### config.mk
export PLATFORM = sky130hd
export DESIGN_NAME = quadrature_detent_decoder_top_flat
export DESIGN_NICKNAME = d
export VERILOG_FILES = /design/src/hw/rtl/qdd_pkg.sv /design/src/hw/rtl/qdd_req_if.sv /design/src/hw/rtl/qdd_rsp_if.sv /design/src/hw/rtl/quadrature_detent_decoder_top.sv /design/src/hw/rtl/qdd_rotary.sv /design/src/hw/rtl/qdd_button.sv /design/src/flat_wrapper.sv
export SDC_FILE = /design/constraint.sdc
export NUM_CORES = 1
export LEC_CHECK = 0
export ABC_CLOCK_PERIOD_IN_PS = 6200
export BUFFER_PORTS_ARGS = -buffer_cell sky130_fd_sc_hd__buf_2
export CAP_MARGIN = 40
export CORE_MARGIN = 10
export CORE_UTILIZATION = 65
export CTS_BUF_LIST = sky130_fd_sc_hd__clkbuf_8
export CTS_CLUSTER_SIZE = 20
export DETAILED_ROUTE_END_ITERATION = 6
export PLACE_DENSITY = 0.86
export SLEW_MARGIN = 10
export SYNTH_ARGS = -nofsm -noshare
export SYNTH_HDL_FRONTEND = slang
export SYNTH_SLANG_ARGS = --single-unit
### constraint.sdc
create_clock -name clock -period 6.2 [get_ports clock]
set_input_delay 0.31 -clock clock [delete_from_list [all_inputs] [get_ports clock]]
set_output_delay 0.31 -clock clock [all_outputs]
set_load 0.02 [all_outputs]
### src/hw/rtl/qdd_pkg.sv
package qdd_pkg;

   localparam int PHASE_W  = 2;
   localparam int ROT_W    = 2;
   localparam int STEPS_W  = 4;
   localparam int HOLD_W   = 8;
   localparam int CSR_IDX_W  = 1;
   localparam int CSR_DATA_W = 8;

   localparam logic [STEPS_W-1:0] STEPS_RESET = 4'd4;
   localparam logic [HOLD_W-1:0]  HOLD_RESET  = 8'd50;
   // pulse fires at threshold, counting stops at threshold + 5,
   // lockout parks the count at threshold + 10, capped at 255
   localparam logic [HOLD_W:0]    HOLD_MARGIN  = 9'd5;
   localparam logic [HOLD_W:0]    HOLD_LOCKOUT = 9'd10;
   localparam logic [HOLD_W-1:0]  HOLD_MAX     = 8'd255;

   typedef enum logic [ROT_W-1:0] {
      ROT_NONE = 2'd0,
      ROT_UP   = 2'd1,
      ROT_DOWN = 2'd2
   } rot_type;

   typedef enum logic [CSR_IDX_W-1:0] {
      CSR_STEPS_PER_DETENT = 1'd0,
      CSR_HOLD_THRESHOLD   = 1'd1
   } csr_idx_type;

   typedef struct packed {
      logic [STEPS_W-1:0] steps_per_detent;
      logic [HOLD_W-1:0]  hold_threshold;
   } cfg_type;

   // Gray-code transition: up 0->2->3->1->0, down 0->1->3->2->0
   function automatic rot_type step_kind(input logic [PHASE_W-1:0] prev,
                                         input logic [PHASE_W-1:0] next);
      rot_type kind;
      case ({prev, next})
         4'b00_10, 4'b10_11, 4'b11_01, 4'b01_00: kind = ROT_UP;
         4'b00_01, 4'b01_11, 4'b11_10, 4'b10_00: kind = ROT_DOWN;
         default:                                kind = ROT_NONE;
      endcase
      return kind;
   endfunction

endpackage

### src/hw/rtl/qdd_req_if.sv
interface qdd_req_if;
   logic       valid;
   logic       ready;
   logic [1:0] phase_pair;
   logic       button_level;

   modport source (output valid, output phase_pair, output button_level, input ready);
   modport sink   (input valid, input phase_pair, input button_level, output ready);
endinterface

### src/hw/rtl/qdd_rsp_if.sv
interface qdd_rsp_if;
   logic       valid;
   logic       ready;
   logic [1:0] rotation;
   logic       press_pulse;

   modport source (output valid, output rotation, output press_pulse, input ready);
   modport sink   (input valid, input rotation, input press_pulse, output ready);
endinterface

### src/hw/rtl/quadrature_detent_decoder_top.sv
// channel   dir  payload                                   handshake
// req_chan  in   phase_pair[1:0], button_level             valid/ready
// rsp_chan  out  rotation[1:0], press_pulse                valid/ready
// csr_*     in   csr_index[0], csr_wdata[7:0]              csr_we, no back-pressure
//
// One sample per cycle sustained while results are taken; a request beat passes
// through the input register, then the counter update into the result register.
// Reset is synchronous: counters, last phase and both valid flags clear,
// settings return to 4 steps per detent and a hold threshold of 50.
// A stalled result holds both stages; the input stage still takes a beat
// whenever it is empty.
module quadrature_detent_decoder_top (
   input  logic                              clock,
   input  logic                              reset,
   qdd_req_if.sink                           req_chan,
   qdd_rsp_if.source                         rsp_chan,
   input  logic                              csr_we,
   input  logic [qdd_pkg::CSR_IDX_W-1:0]     csr_index,
   input  logic [qdd_pkg::CSR_DATA_W-1:0]    csr_wdata
);

   qdd_pkg::cfg_type            cfg_ff, cfg_in;
   logic                        in_valid_ff, in_valid_in;
   logic [qdd_pkg::PHASE_W-1:0] in_phase_ff;
   logic                        in_button_ff;
   logic                        out_valid_ff, out_valid_in;
   qdd_pkg::rot_type            out_rot_ff, rot;
   logic                        out_pulse_ff, pulse;
   logic                        advance;
   logic                        step;
   logic                        req_beat;

   // settings
   always_comb begin
      cfg_in = cfg_ff;
      if (csr_we) begin
         case (qdd_pkg::csr_idx_type'(csr_index))
            qdd_pkg::CSR_STEPS_PER_DETENT:
               cfg_in.steps_per_detent = csr_wdata[qdd_pkg::STEPS_W-1:0];
            qdd_pkg::CSR_HOLD_THRESHOLD:
               cfg_in.hold_threshold = csr_wdata[qdd_pkg::HOLD_W-1:0];
            default: cfg_in = cfg_ff;
         endcase
      end
   end

   always_ff @(posedge clock) begin
      if (reset) begin
         cfg_ff.steps_per_detent <= qdd_pkg::STEPS_RESET;
         cfg_ff.hold_threshold   <= qdd_pkg::HOLD_RESET;
      end else begin
         cfg_ff <= cfg_in;
      end
   end

   // pipeline control
   assign advance        = !out_valid_ff || rsp_chan.ready;
   assign step           = in_valid_ff && advance;
   assign req_chan.ready = !in_valid_ff || advance;
   assign req_beat       = req_chan.valid && req_chan.ready;

   always_comb begin
      in_valid_in  = in_valid_ff;
      out_valid_in = out_valid_ff;
      if (req_chan.ready) begin
         in_valid_in = req_chan.valid;
      end
      if (advance) begin
         out_valid_in = in_valid_ff;
      end
   end

   always_ff @(posedge clock) begin
      if (reset) begin
         in_valid_ff  <= 1'b0;
         out_valid_ff <= 1'b0;
      end else begin
         in_valid_ff  <= in_valid_in;
         out_valid_ff <= out_valid_in;
      end
   end

   always_ff @(posedge clock) begin
      if (req_beat) begin
         in_phase_ff  <= req_chan.phase_pair;
         in_button_ff <= req_chan.button_level;
      end
      if (step) begin
         out_rot_ff   <= rot;
         out_pulse_ff <= pulse;
      end
   end

   qdd_rotary u_rotary (
      .clock            (clock),
      .reset            (reset),
      .step             (step),
      .phase            (in_phase_ff),
      .steps_per_detent (cfg_ff.steps_per_detent),
      .rotation         (rot)
   );

   qdd_button u_button (
      .clock          (clock),
      .reset          (reset),
      .step           (step),
      .button_level   (in_button_ff),
      .hold_threshold (cfg_ff.hold_threshold),
      .press_pulse    (pulse)
   );

   assign rsp_chan.valid       = out_valid_ff;
   assign rsp_chan.rotation    = out_rot_ff;
   assign rsp_chan.press_pulse = out_pulse_ff;

   a_rot_code: assert property (@(posedge clock) disable iff (reset)
      out_valid_ff |-> (out_rot_ff == qdd_pkg::ROT_NONE || out_rot_ff == qdd_pkg::ROT_UP ||
                        out_rot_ff == qdd_pkg::ROT_DOWN))
      else $error("rotation code out of range");

   a_step_fills_out: assert property (@(posedge clock) disable iff (reset)
      step |=> out_valid_ff)
      else $error("stepped sample did not reach result register");

   a_no_loss: assert property (@(posedge clock) disable iff (reset)
      (in_valid_ff && !advance) |=> in_valid_ff)
      else $error("held sample dropped from input register");

   a_reset_empty: assert property (@(posedge clock)
      reset |=> (!out_valid_ff && !in_valid_ff))
      else $error("pipeline not empty after reset");

endmodule

### src/hw/rtl/qdd_rotary.sv
module qdd_rotary (
   input  logic                          clock,
   input  logic                          reset,
   input  logic                          step,
   input  logic [qdd_pkg::PHASE_W-1:0]   phase,
   input  logic [qdd_pkg::STEPS_W-1:0]   steps_per_detent,
   output qdd_pkg::rot_type              rotation
);

   logic [qdd_pkg::PHASE_W-1:0] last_phase_ff, last_phase_in;
   logic [qdd_pkg::STEPS_W-1:0] up_steps_ff, up_steps_in;
   logic [qdd_pkg::STEPS_W-1:0] down_steps_ff, down_steps_in;
   qdd_pkg::rot_type            kind;
   logic [qdd_pkg::STEPS_W-1:0] up_next, down_next;

   always_comb begin
      kind          = qdd_pkg::step_kind(last_phase_ff, phase);
      up_next       = up_steps_ff;
      down_next     = down_steps_ff;
      rotation      = qdd_pkg::ROT_NONE;
      last_phase_in = last_phase_ff;
      up_steps_in   = up_steps_ff;
      down_steps_in = down_steps_ff;
      if (phase != last_phase_ff) begin
         if (kind == qdd_pkg::ROT_UP) begin
            up_next = up_steps_ff + 1'b1;
         end else if (kind == qdd_pkg::ROT_DOWN) begin
            down_next = down_steps_ff + 1'b1;
         end
         // down wins when both have reached the setting
         if (down_next >= steps_per_detent) begin
            rotation = qdd_pkg::ROT_DOWN;
         end else if (up_next >= steps_per_detent) begin
            rotation = qdd_pkg::ROT_UP;
         end
         last_phase_in = phase;
         if (rotation != qdd_pkg::ROT_NONE) begin
            up_steps_in   = '0;
            down_steps_in = '0;
         end else begin
            up_steps_in   = up_next;
            down_steps_in = down_next;
         end
      end
   end

   always_ff @(posedge clock) begin
      if (reset) begin
         last_phase_ff <= '0;
         up_steps_ff   <= '0;
         down_steps_ff <= '0;
      end else if (step) begin
         last_phase_ff <= last_phase_in;
         up_steps_ff   <= up_steps_in;
         down_steps_ff <= down_steps_in;
      end
   end

endmodule

### src/hw/rtl/qdd_button.sv
module qdd_button (
   input  logic                         clock,
   input  logic                         reset,
   input  logic                         step,
   input  logic                         button_level,
   input  logic [qdd_pkg::HOLD_W-1:0]   hold_threshold,
   output logic                         press_pulse
);

   logic [qdd_pkg::HOLD_W-1:0] hold_count_ff, hold_count_in;
   logic [qdd_pkg::HOLD_W:0]   lock_sum;
   logic [qdd_pkg::HOLD_W:0]   limit_sum;

   always_comb begin
      lock_sum      = {1'b0, hold_threshold} + qdd_pkg::HOLD_LOCKOUT;
      limit_sum     = {1'b0, hold_threshold} + qdd_pkg::HOLD_MARGIN;
      press_pulse   = 1'b0;
      hold_count_in = hold_count_ff;
      if (button_level) begin
         hold_count_in = '0;
      end else if (hold_count_ff == hold_threshold) begin
         // fire once, then park above the threshold until release (a threshold of 255 parks at 255, so it fires again)
         press_pulse   = 1'b1;
         hold_count_in = lock_sum[qdd_pkg::HOLD_W] ? qdd_pkg::HOLD_MAX
                                                   : lock_sum[qdd_pkg::HOLD_W-1:0];
      end else if ({1'b0, hold_count_ff} < limit_sum) begin
         hold_count_in = hold_count_ff + 1'b1;
      end
   end

   always_ff @(posedge clock) begin
      if (reset) begin
         hold_count_ff <= '0;
      end else if (step) begin
         hold_count_ff <= hold_count_in;
      end
   end

endmodule

### src/flat_wrapper.sv
// flat-port wrapper written by rule: the top's interface ports become plain ports
module quadrature_detent_decoder_top_flat 
  (clock, reset, csr_we, csr_index, csr_wdata, req_chan_valid, req_chan_phase_pair, req_chan_button_level, req_chan_ready, rsp_chan_valid, rsp_chan_rotation, rsp_chan_press_pulse, rsp_chan_ready);
  qdd_req_if req_chan_i ();
  qdd_rsp_if rsp_chan_i ();
  input  logic clock;
  input  logic reset;
  input  logic csr_we;
  input  logic [qdd_pkg::CSR_IDX_W-1:0] csr_index;
  input  logic [qdd_pkg::CSR_DATA_W-1:0] csr_wdata;
  input wire logic [$bits(req_chan_i.valid)-1:0] req_chan_valid;
  input wire logic [$bits(req_chan_i.phase_pair)-1:0] req_chan_phase_pair;
  input wire logic [$bits(req_chan_i.button_level)-1:0] req_chan_button_level;
  output wire logic [$bits(req_chan_i.ready)-1:0] req_chan_ready;
  output wire logic [$bits(rsp_chan_i.valid)-1:0] rsp_chan_valid;
  output wire logic [$bits(rsp_chan_i.rotation)-1:0] rsp_chan_rotation;
  output wire logic [$bits(rsp_chan_i.press_pulse)-1:0] rsp_chan_press_pulse;
  input wire logic [$bits(rsp_chan_i.ready)-1:0] rsp_chan_ready;
  assign req_chan_i.valid = req_chan_valid;
  assign req_chan_i.phase_pair = req_chan_phase_pair;
  assign req_chan_i.button_level = req_chan_button_level;
  assign req_chan_ready = req_chan_i.ready;
  assign rsp_chan_valid = rsp_chan_i.valid;
  assign rsp_chan_rotation = rsp_chan_i.rotation;
  assign rsp_chan_press_pulse = rsp_chan_i.press_pulse;
  assign rsp_chan_i.ready = rsp_chan_ready;
  quadrature_detent_decoder_top u_core (.clock(clock), .reset(reset), .req_chan(req_chan_i), .rsp_chan(rsp_chan_i), .csr_we(csr_we), .csr_index(csr_index), .csr_wdata(csr_wdata));
endmodule
* Yosys cells after proc, flatten, opt, wreduce, memory -nomap -nowiden
Memories as Yosys holds them, arrays and structs flattened.
Index checks and enable logic that the tools add are counted.
** Cells by class
- Multiply operators :: 0
- Shift-type cells :: 0
- $lt $le $gt $ge :: 3
- Divide/modulo/power cells :: 0
- Equality and inequality tests :: 4
- Bitwise gates (word level) :: 1
- $add $sub $neg :: 5
- Reduce and logical (&&, ||, !) cells :: 12
- Multiplexer cells :: 15
** Operators by type and width (number)
- 8-bit two-way mux :: 4
- 4-bit two-way mux :: 7
- 8-bit by 3-bit adder with 9-bit output, second input constant :: 1
- 8-bit by 4-bit adder with 9-bit output, second input constant :: 1
- 8-bit by 9-bit < comparator with 1-bit output :: 1
- 4-bit by 1-bit adder with 4-bit output, second input constant :: 2
- 8-bit by 1-bit adder with 8-bit output, second input constant :: 1
- 8-bit == test :: 1
- 4-bit >= comparator :: 2
- 2-bit AND reduction :: 4
- 2-bit two-way mux :: 2
- 3-bit nonzero test :: 1
- 2-bit by 1-bit == test with 1-bit output, second input constant :: 1
- 2-bit == test, second input constant :: 1
- 1-bit logical AND :: 2
- 1-bit logical NOT :: 2
- 1-bit logical OR :: 2
- 1-bit two-way mux :: 2
- 2-bit != test :: 1
- 2-bit nonzero test :: 1
- 1-bit inverter :: 1
** Word-level totals
- Memories kept :: 1
- Output and inout bits :: 5
- Bits in registers :: 38
- RAM bits :: 0
- Memory bits (read-only) :: 32
- Input port bits :: 17
- Latch bits :: 0
** Memories
- (name not given) :: words 16, bits a word 2, rd ports 1, clocked after Yosys merged registers in 0, write ports 0, RTL line qdd_pkg.sv:38 : case ({prev, next})

* Longest topological paths before layout
An unclocked memory read counts as a cell.
- Depth in word-level cells :: 10
- Gate-level depth with buffers :: 13
- Mapped depth without buffers :: 12

* By module
Synthesis repeated with hierarchy kept, for this count alone.
** Second synthesis, totals
- Cell total of the unflattened synthesis :: 278
- Area total of the unflattened synthesis :: 2678.8 sq um
** Modules (own cells, without submodules)
- qdd_button :: times used 1, sequential area each 160.2 sq um, cells each 135, area an instance 1131.1 sq um
- quadrature_detent_decoder_top :: times used 1, sequential area each 460.4 sq um, cells each 64, area an instance 774.5 sq um
- qdd_rotary :: times used 1, sequential area each 200.2 sq um, cells each 79, area an instance 773.2 sq um

* Worst setup path after synthesis
OpenSTA, ideal clock, no wires.
- Path kind :: register to register
- From :: register, netlist name u_core.cfg_ff[2]
- To :: register u_core.u_button.hold_count_ff[5] (netlist name)
- Path slack :: 3.666 ns
- Arrival time :: 2.417 ns
- Cell stages (with the launch flop) :: 14
- Data required time :: 6.084 ns
- Path through :: dfxtp_1 > buf_4 > inv_1 > ha_1 > a21oi_1 > nor2b_1 > nand2_1 > xor2_1 > ha_1 > or3_1 > a21oi_1 > a311o_1 > o21ai_4 > o211a_1
** On the way
- Longest elaborated chain between the ends :: 4
** Ends and longest elaborated chain
- 8-bit by 3-bit adder with 9-bit output or 8-bit by 4-bit adder with 9-bit output (tied branches) :: RTL line qdd_button.sv:16, qdd_button.sv:15
- 8-bit by 9-bit < comparator with 1-bit output or 8-bit two-way mux (tied branches) :: RTL line qdd_button.sv:26, qdd_button.sv:24
- 3-bit nonzero test (no source line) or 8-bit two-way mux (tied branches)
- 2-bit AND reduction (no source line) or 8-bit two-way mux (tied branches)
- end signal, assigned :: RTL line qdd_button.sv:35 : hold_count_ff <= hold_count_in;
- end, declared :: RTL line qdd_button.sv:10 : logic [qdd_pkg::HOLD_W-1:0] hold_count_ff, hold_count_in;
Several ways; a longest one is shown, not always the timed one.
A chain may end at the register's enable or synchronous reset.

* Worst setup path after layout
- From :: register u_core.in_phase_ff[0] (netlist name)
- To :: register u_core.u_rotary.down_steps_ff[0] (netlist name)
** On the way
- Longest elaborated chain between the ends :: 10
** Ends and longest elaborated chain
- start, declared :: RTL line quadrature_detent_decoder_top.sv:24 : logic [qdd_pkg::PHASE_W-1:0] in_phase_ff;
- start signal, assigned :: RTL line quadrature_detent_decoder_top.sv:85 : in_phase_ff <= req_chan.phase_pair;
- memory read 16 x 2 bit
- 2-bit by 1-bit == test with 1-bit output or 2-bit == test (tied branches) :: RTL line qdd_rotary.sv:25, qdd_rotary.sv:27
- 4-bit two-way mux, on equally long branches :: RTL line qdd_rotary.sv:25, qdd_rotary.sv:27
- 4-bit two-way mux, on equally long branches :: RTL line qdd_rotary.sv:24, qdd_rotary.sv:25
- 4-bit >= comparator or 4-bit two-way mux (tied branches) :: RTL line qdd_rotary.sv:33, qdd_rotary.sv:24
- 1-bit two-way mux or 4-bit >= comparator (tied branches) :: RTL line qdd_rotary.sv:33, qdd_rotary.sv:31
- 2-bit two-way mux :: RTL line qdd_rotary.sv:31 : if (down_next >= steps_per_detent) begin
- 2-bit two-way mux :: RTL line qdd_rotary.sv:24 : if (phase != last_phase_ff) begin
- 2-bit nonzero test :: RTL line qdd_rotary.sv:37 : if (rotation != qdd_pkg::ROT_NONE) begin
- 4-bit two-way mux :: RTL line qdd_rotary.sv:37
- end signal, assigned :: RTL line qdd_rotary.sv:55 : down_steps_ff <= down_steps_in;
- end, declared :: RTL line qdd_rotary.sv:12 : logic [qdd_pkg::STEPS_W-1:0] down_steps_ff, down_steps_in;
Several ways; a longest one is shown, not always the timed one. The select of a mux whose other input is x is not followed.

==> run summary <==
Drt total wl: 5.60 mm
Leakage: 0.00117 uW
Hold path start: req_chan_phase_pair[0]
Normalized max-slew margin: 70.1%
I/O Buffers: 21
Register area: 821 um2
Proportion of layout cells with a drive suffix above 1: 12.7%
Max Root-Sink Buffers: 2
Total clock sinks: 38
CTS tree: yes
Number of flops mapped to enable cells by yosys: 6
Final-report hold violation count: 0
Wire per inst: 15.8 um
Slew Limit Fails: 0
First-pass DRT Iterations: 5
Post-layout min period: 2840 ps
Syn. warnings: 0
Cells after Synth: 290
Synth top area cells: dfxtp_1 (25%), ha_1 (11%), edfxtp_1 (7.1%), nand2_1 (6.2%), xor2_1 (6.2%)
First-pass GRT wire length: 9.21 mm
Cell Rows: 22
Area leader, netlist: dfxtp_1
Routed vias: 2,105
Fillers: 295
Max Cap Viol: 0
CTS H-tree lvls: 2
Post-route clock period utilization: 45.8%
Most frequent cells in the layout: nand2_1 (42), dfxtp_1 (32), a21oi_1 (25)
Mean area per synthesized cell: 8.72 um2
Crit path DAT: 3060 ps
Ports: 22
Post-synth top area share: 25.3%
Area Overhead vs Synth: 6.48%
Die width: 82.4 um
Worst-path clk slew: 80 ps
Worst-Margin Slew: 448 ps
Synth unique cells: 47
Startpoint types: flop
Flop-to-flop setup slack: 3360 ps
Postcts setup bufs: 0
1st-iter DRT viols: 100
Worst min-delay path category: in2reg
Inserted Diodes: 0
Vias in the first global route: 1,937
Worst-Skew Late Latency: 290 ps
Outcome: finished clean
FMAX: 352 MHz
Worst Path Max Fanout: 8
Worst Path Required: 6420 ps
Largest net degree at the start of global routing: 24
Internal cell power: 367 uW
Pwr/cell area: 189 mW/mm2
Post-synthesis async set-or-reset flop share: 0%
Post-DP HPWL: 4.25 mm
Post-CTS sizing: 0
Worst setup EP type: flop
Finished Core Util: 72.5%
Sequential-to-total area share from yosys stat: 32.4%
Clock root cell: clkbuf_8
CTS Buf Count: 5
Via density per instance: 5.95
Setup violators final: 0
Main synth FF type: dfxtp_1
Die Area: 0.00679 mm2
Syn Nets: 329
Switching Share: 28.0%
Core box area: 0.00372 mm2
RSZ-0062 raised after global routing: no
Hold Buf Count CTS: 0
Crit path from: u_core.in_phase_ff[0]
Crit Path Class: reg2reg
ANT nets after route: 0
Fin Setup TNS: 0 ps
GPL Wtd Cong: 0.882
Commonest non-fill, non-tap cell in the layout: nand2_1
Mapped Area: 0.00253 mm2
Worst r2r src: u_core.in_phase_ff[0]
Total global-route track usage: 17.3%
Initial antenna violation count: 0
Clock Power Share: 31.5%
Seq cells post-synth: 38
Multi-input logic area: 0.00158 mm2
NetSw: 143 uW
Clk_skew: 6.17 ps
Initial Util: 68.1%
Layout net count: 344
Seq pwr share: 53.1%
Die height: 82.4 um
DRC errors left: 0
Max IR drop VDD: 0.124 mV
Congestion Overflow GR: 0
Comb power frac: 15.4%
==> final timing paths <==
check | to | depth (start not counted)
worst max register to register | u_core.u_rotary.down_steps_ff[0] | 10
worst min-delay path | u_core.in_phase_ff[0] | 1
worst max-delay path | u_core.u_rotary.down_steps_ff[0] | 10
worst min register to register | u_core.u_rotary.down_steps_ff[3] | 2
==> state kept, by name (all words and copies together), names as in the netlist, 2 cells and up <==
| signal | cells |
|---|---|
| u_core.u_rotary.down_steps_ff | 4 |
| u_core.in_phase_ff | 2 |
| u_core.rsp_chan.rotation | 2 |
| u_core.u_rotary.last_phase_ff | 2 |
| u_core.cfg_ff | 12 |
| u_core.u_rotary.up_steps_ff | 4 |
| u_core.u_button.hold_count_ff | 8 |
==> per-layer routing <==
layer | GRT usage, % | routed length, um
met5 | 0 | 0
met4 | 4.08 | 80
met3 | 3.13 | 228
met2 | 30.1 | 2830
met1 | 21.4 | 2460
==> stage by stage <==
| step | setup WS (ps) | std cells | cell area (um2) | hold WS (ps) | power [uW] |
|---|---|---|---|---|---|
| floorplan | 3670 | 290 | 2530 | 409 | 334 |
| global placement | 3510 | 346 | 2610 | 451 | 350 |
| detailed placement | 3440 | 346 | 2610 | 456 | 353 |
| CTS | 3370 | 354 | 2690 | 191 | 512 |
| global route | 3030 | 354 | 2690 | 191 | 533 |
| finish | 3360 | 354 | 2690 | 195 | 510 |
==> critical path, cell delays in order (launching register included) <==
cell       delay, ps
edfxtp_1         470
xnor2_1          330
nor2_1           120
nor2b_1          230
nor2_1            80
ha_1             260
nand2b_1         150
a2111oi_2        470
o211a_1          370
o211ai_1         150
a21oi_1          140
==> synthesized netlist by cell type, drive strengths merged (2+ instances only) <==
cell and number:
nand2 42, dfxtp 32, a21oi 25, ha 22, nor2 20, xor2 19, nand3 18, inv 12
xnor2 12, buf 7, clkbuf 6, edfxtp 6, mux2i 6, nor2b 6, and3 5, o21ai 5
nor3 4, o211a 4, o211ai 4, o221ai 4, a221o 3, a221oi 3, and2 3, nand2b 3
nor4 3, mux2 2, o21a 2, or2 2
==> final cells by class <==
class	count	share of cell area [%]
clock buffers	5	2.55
clock inverters	3	0.511
inverters	12	1.67
multi-input cells	227	58.7
flip-flops and latches	38	30.5
well taps	48	2.23
repair buffers	21	3.90
==> power by group through the flow <==
stage	sequential [uW]	clock, uW	combinational (uW)
3_5_place_dp	276	0	77.1
6_report	271	161	78.4
4_1_cts	271	163	78.3
5_1_grt	272	172	88.1
3_3_place_gp	276	0	74.1
2_1_floorplan	271	0	62.9
==> kinds of logic after synthesis <==
kind of cell,after synthesis,synth area share [%]
simple gates,110,21.4
fa+ha+maj,22,10.9
compound gates,56,15.9
buf+inv,25,5.09
mux,8,3.26
xor+xnor,31,11.0
flops,38,32.4
No activity file was read; power rests on OpenSTA's default activity.
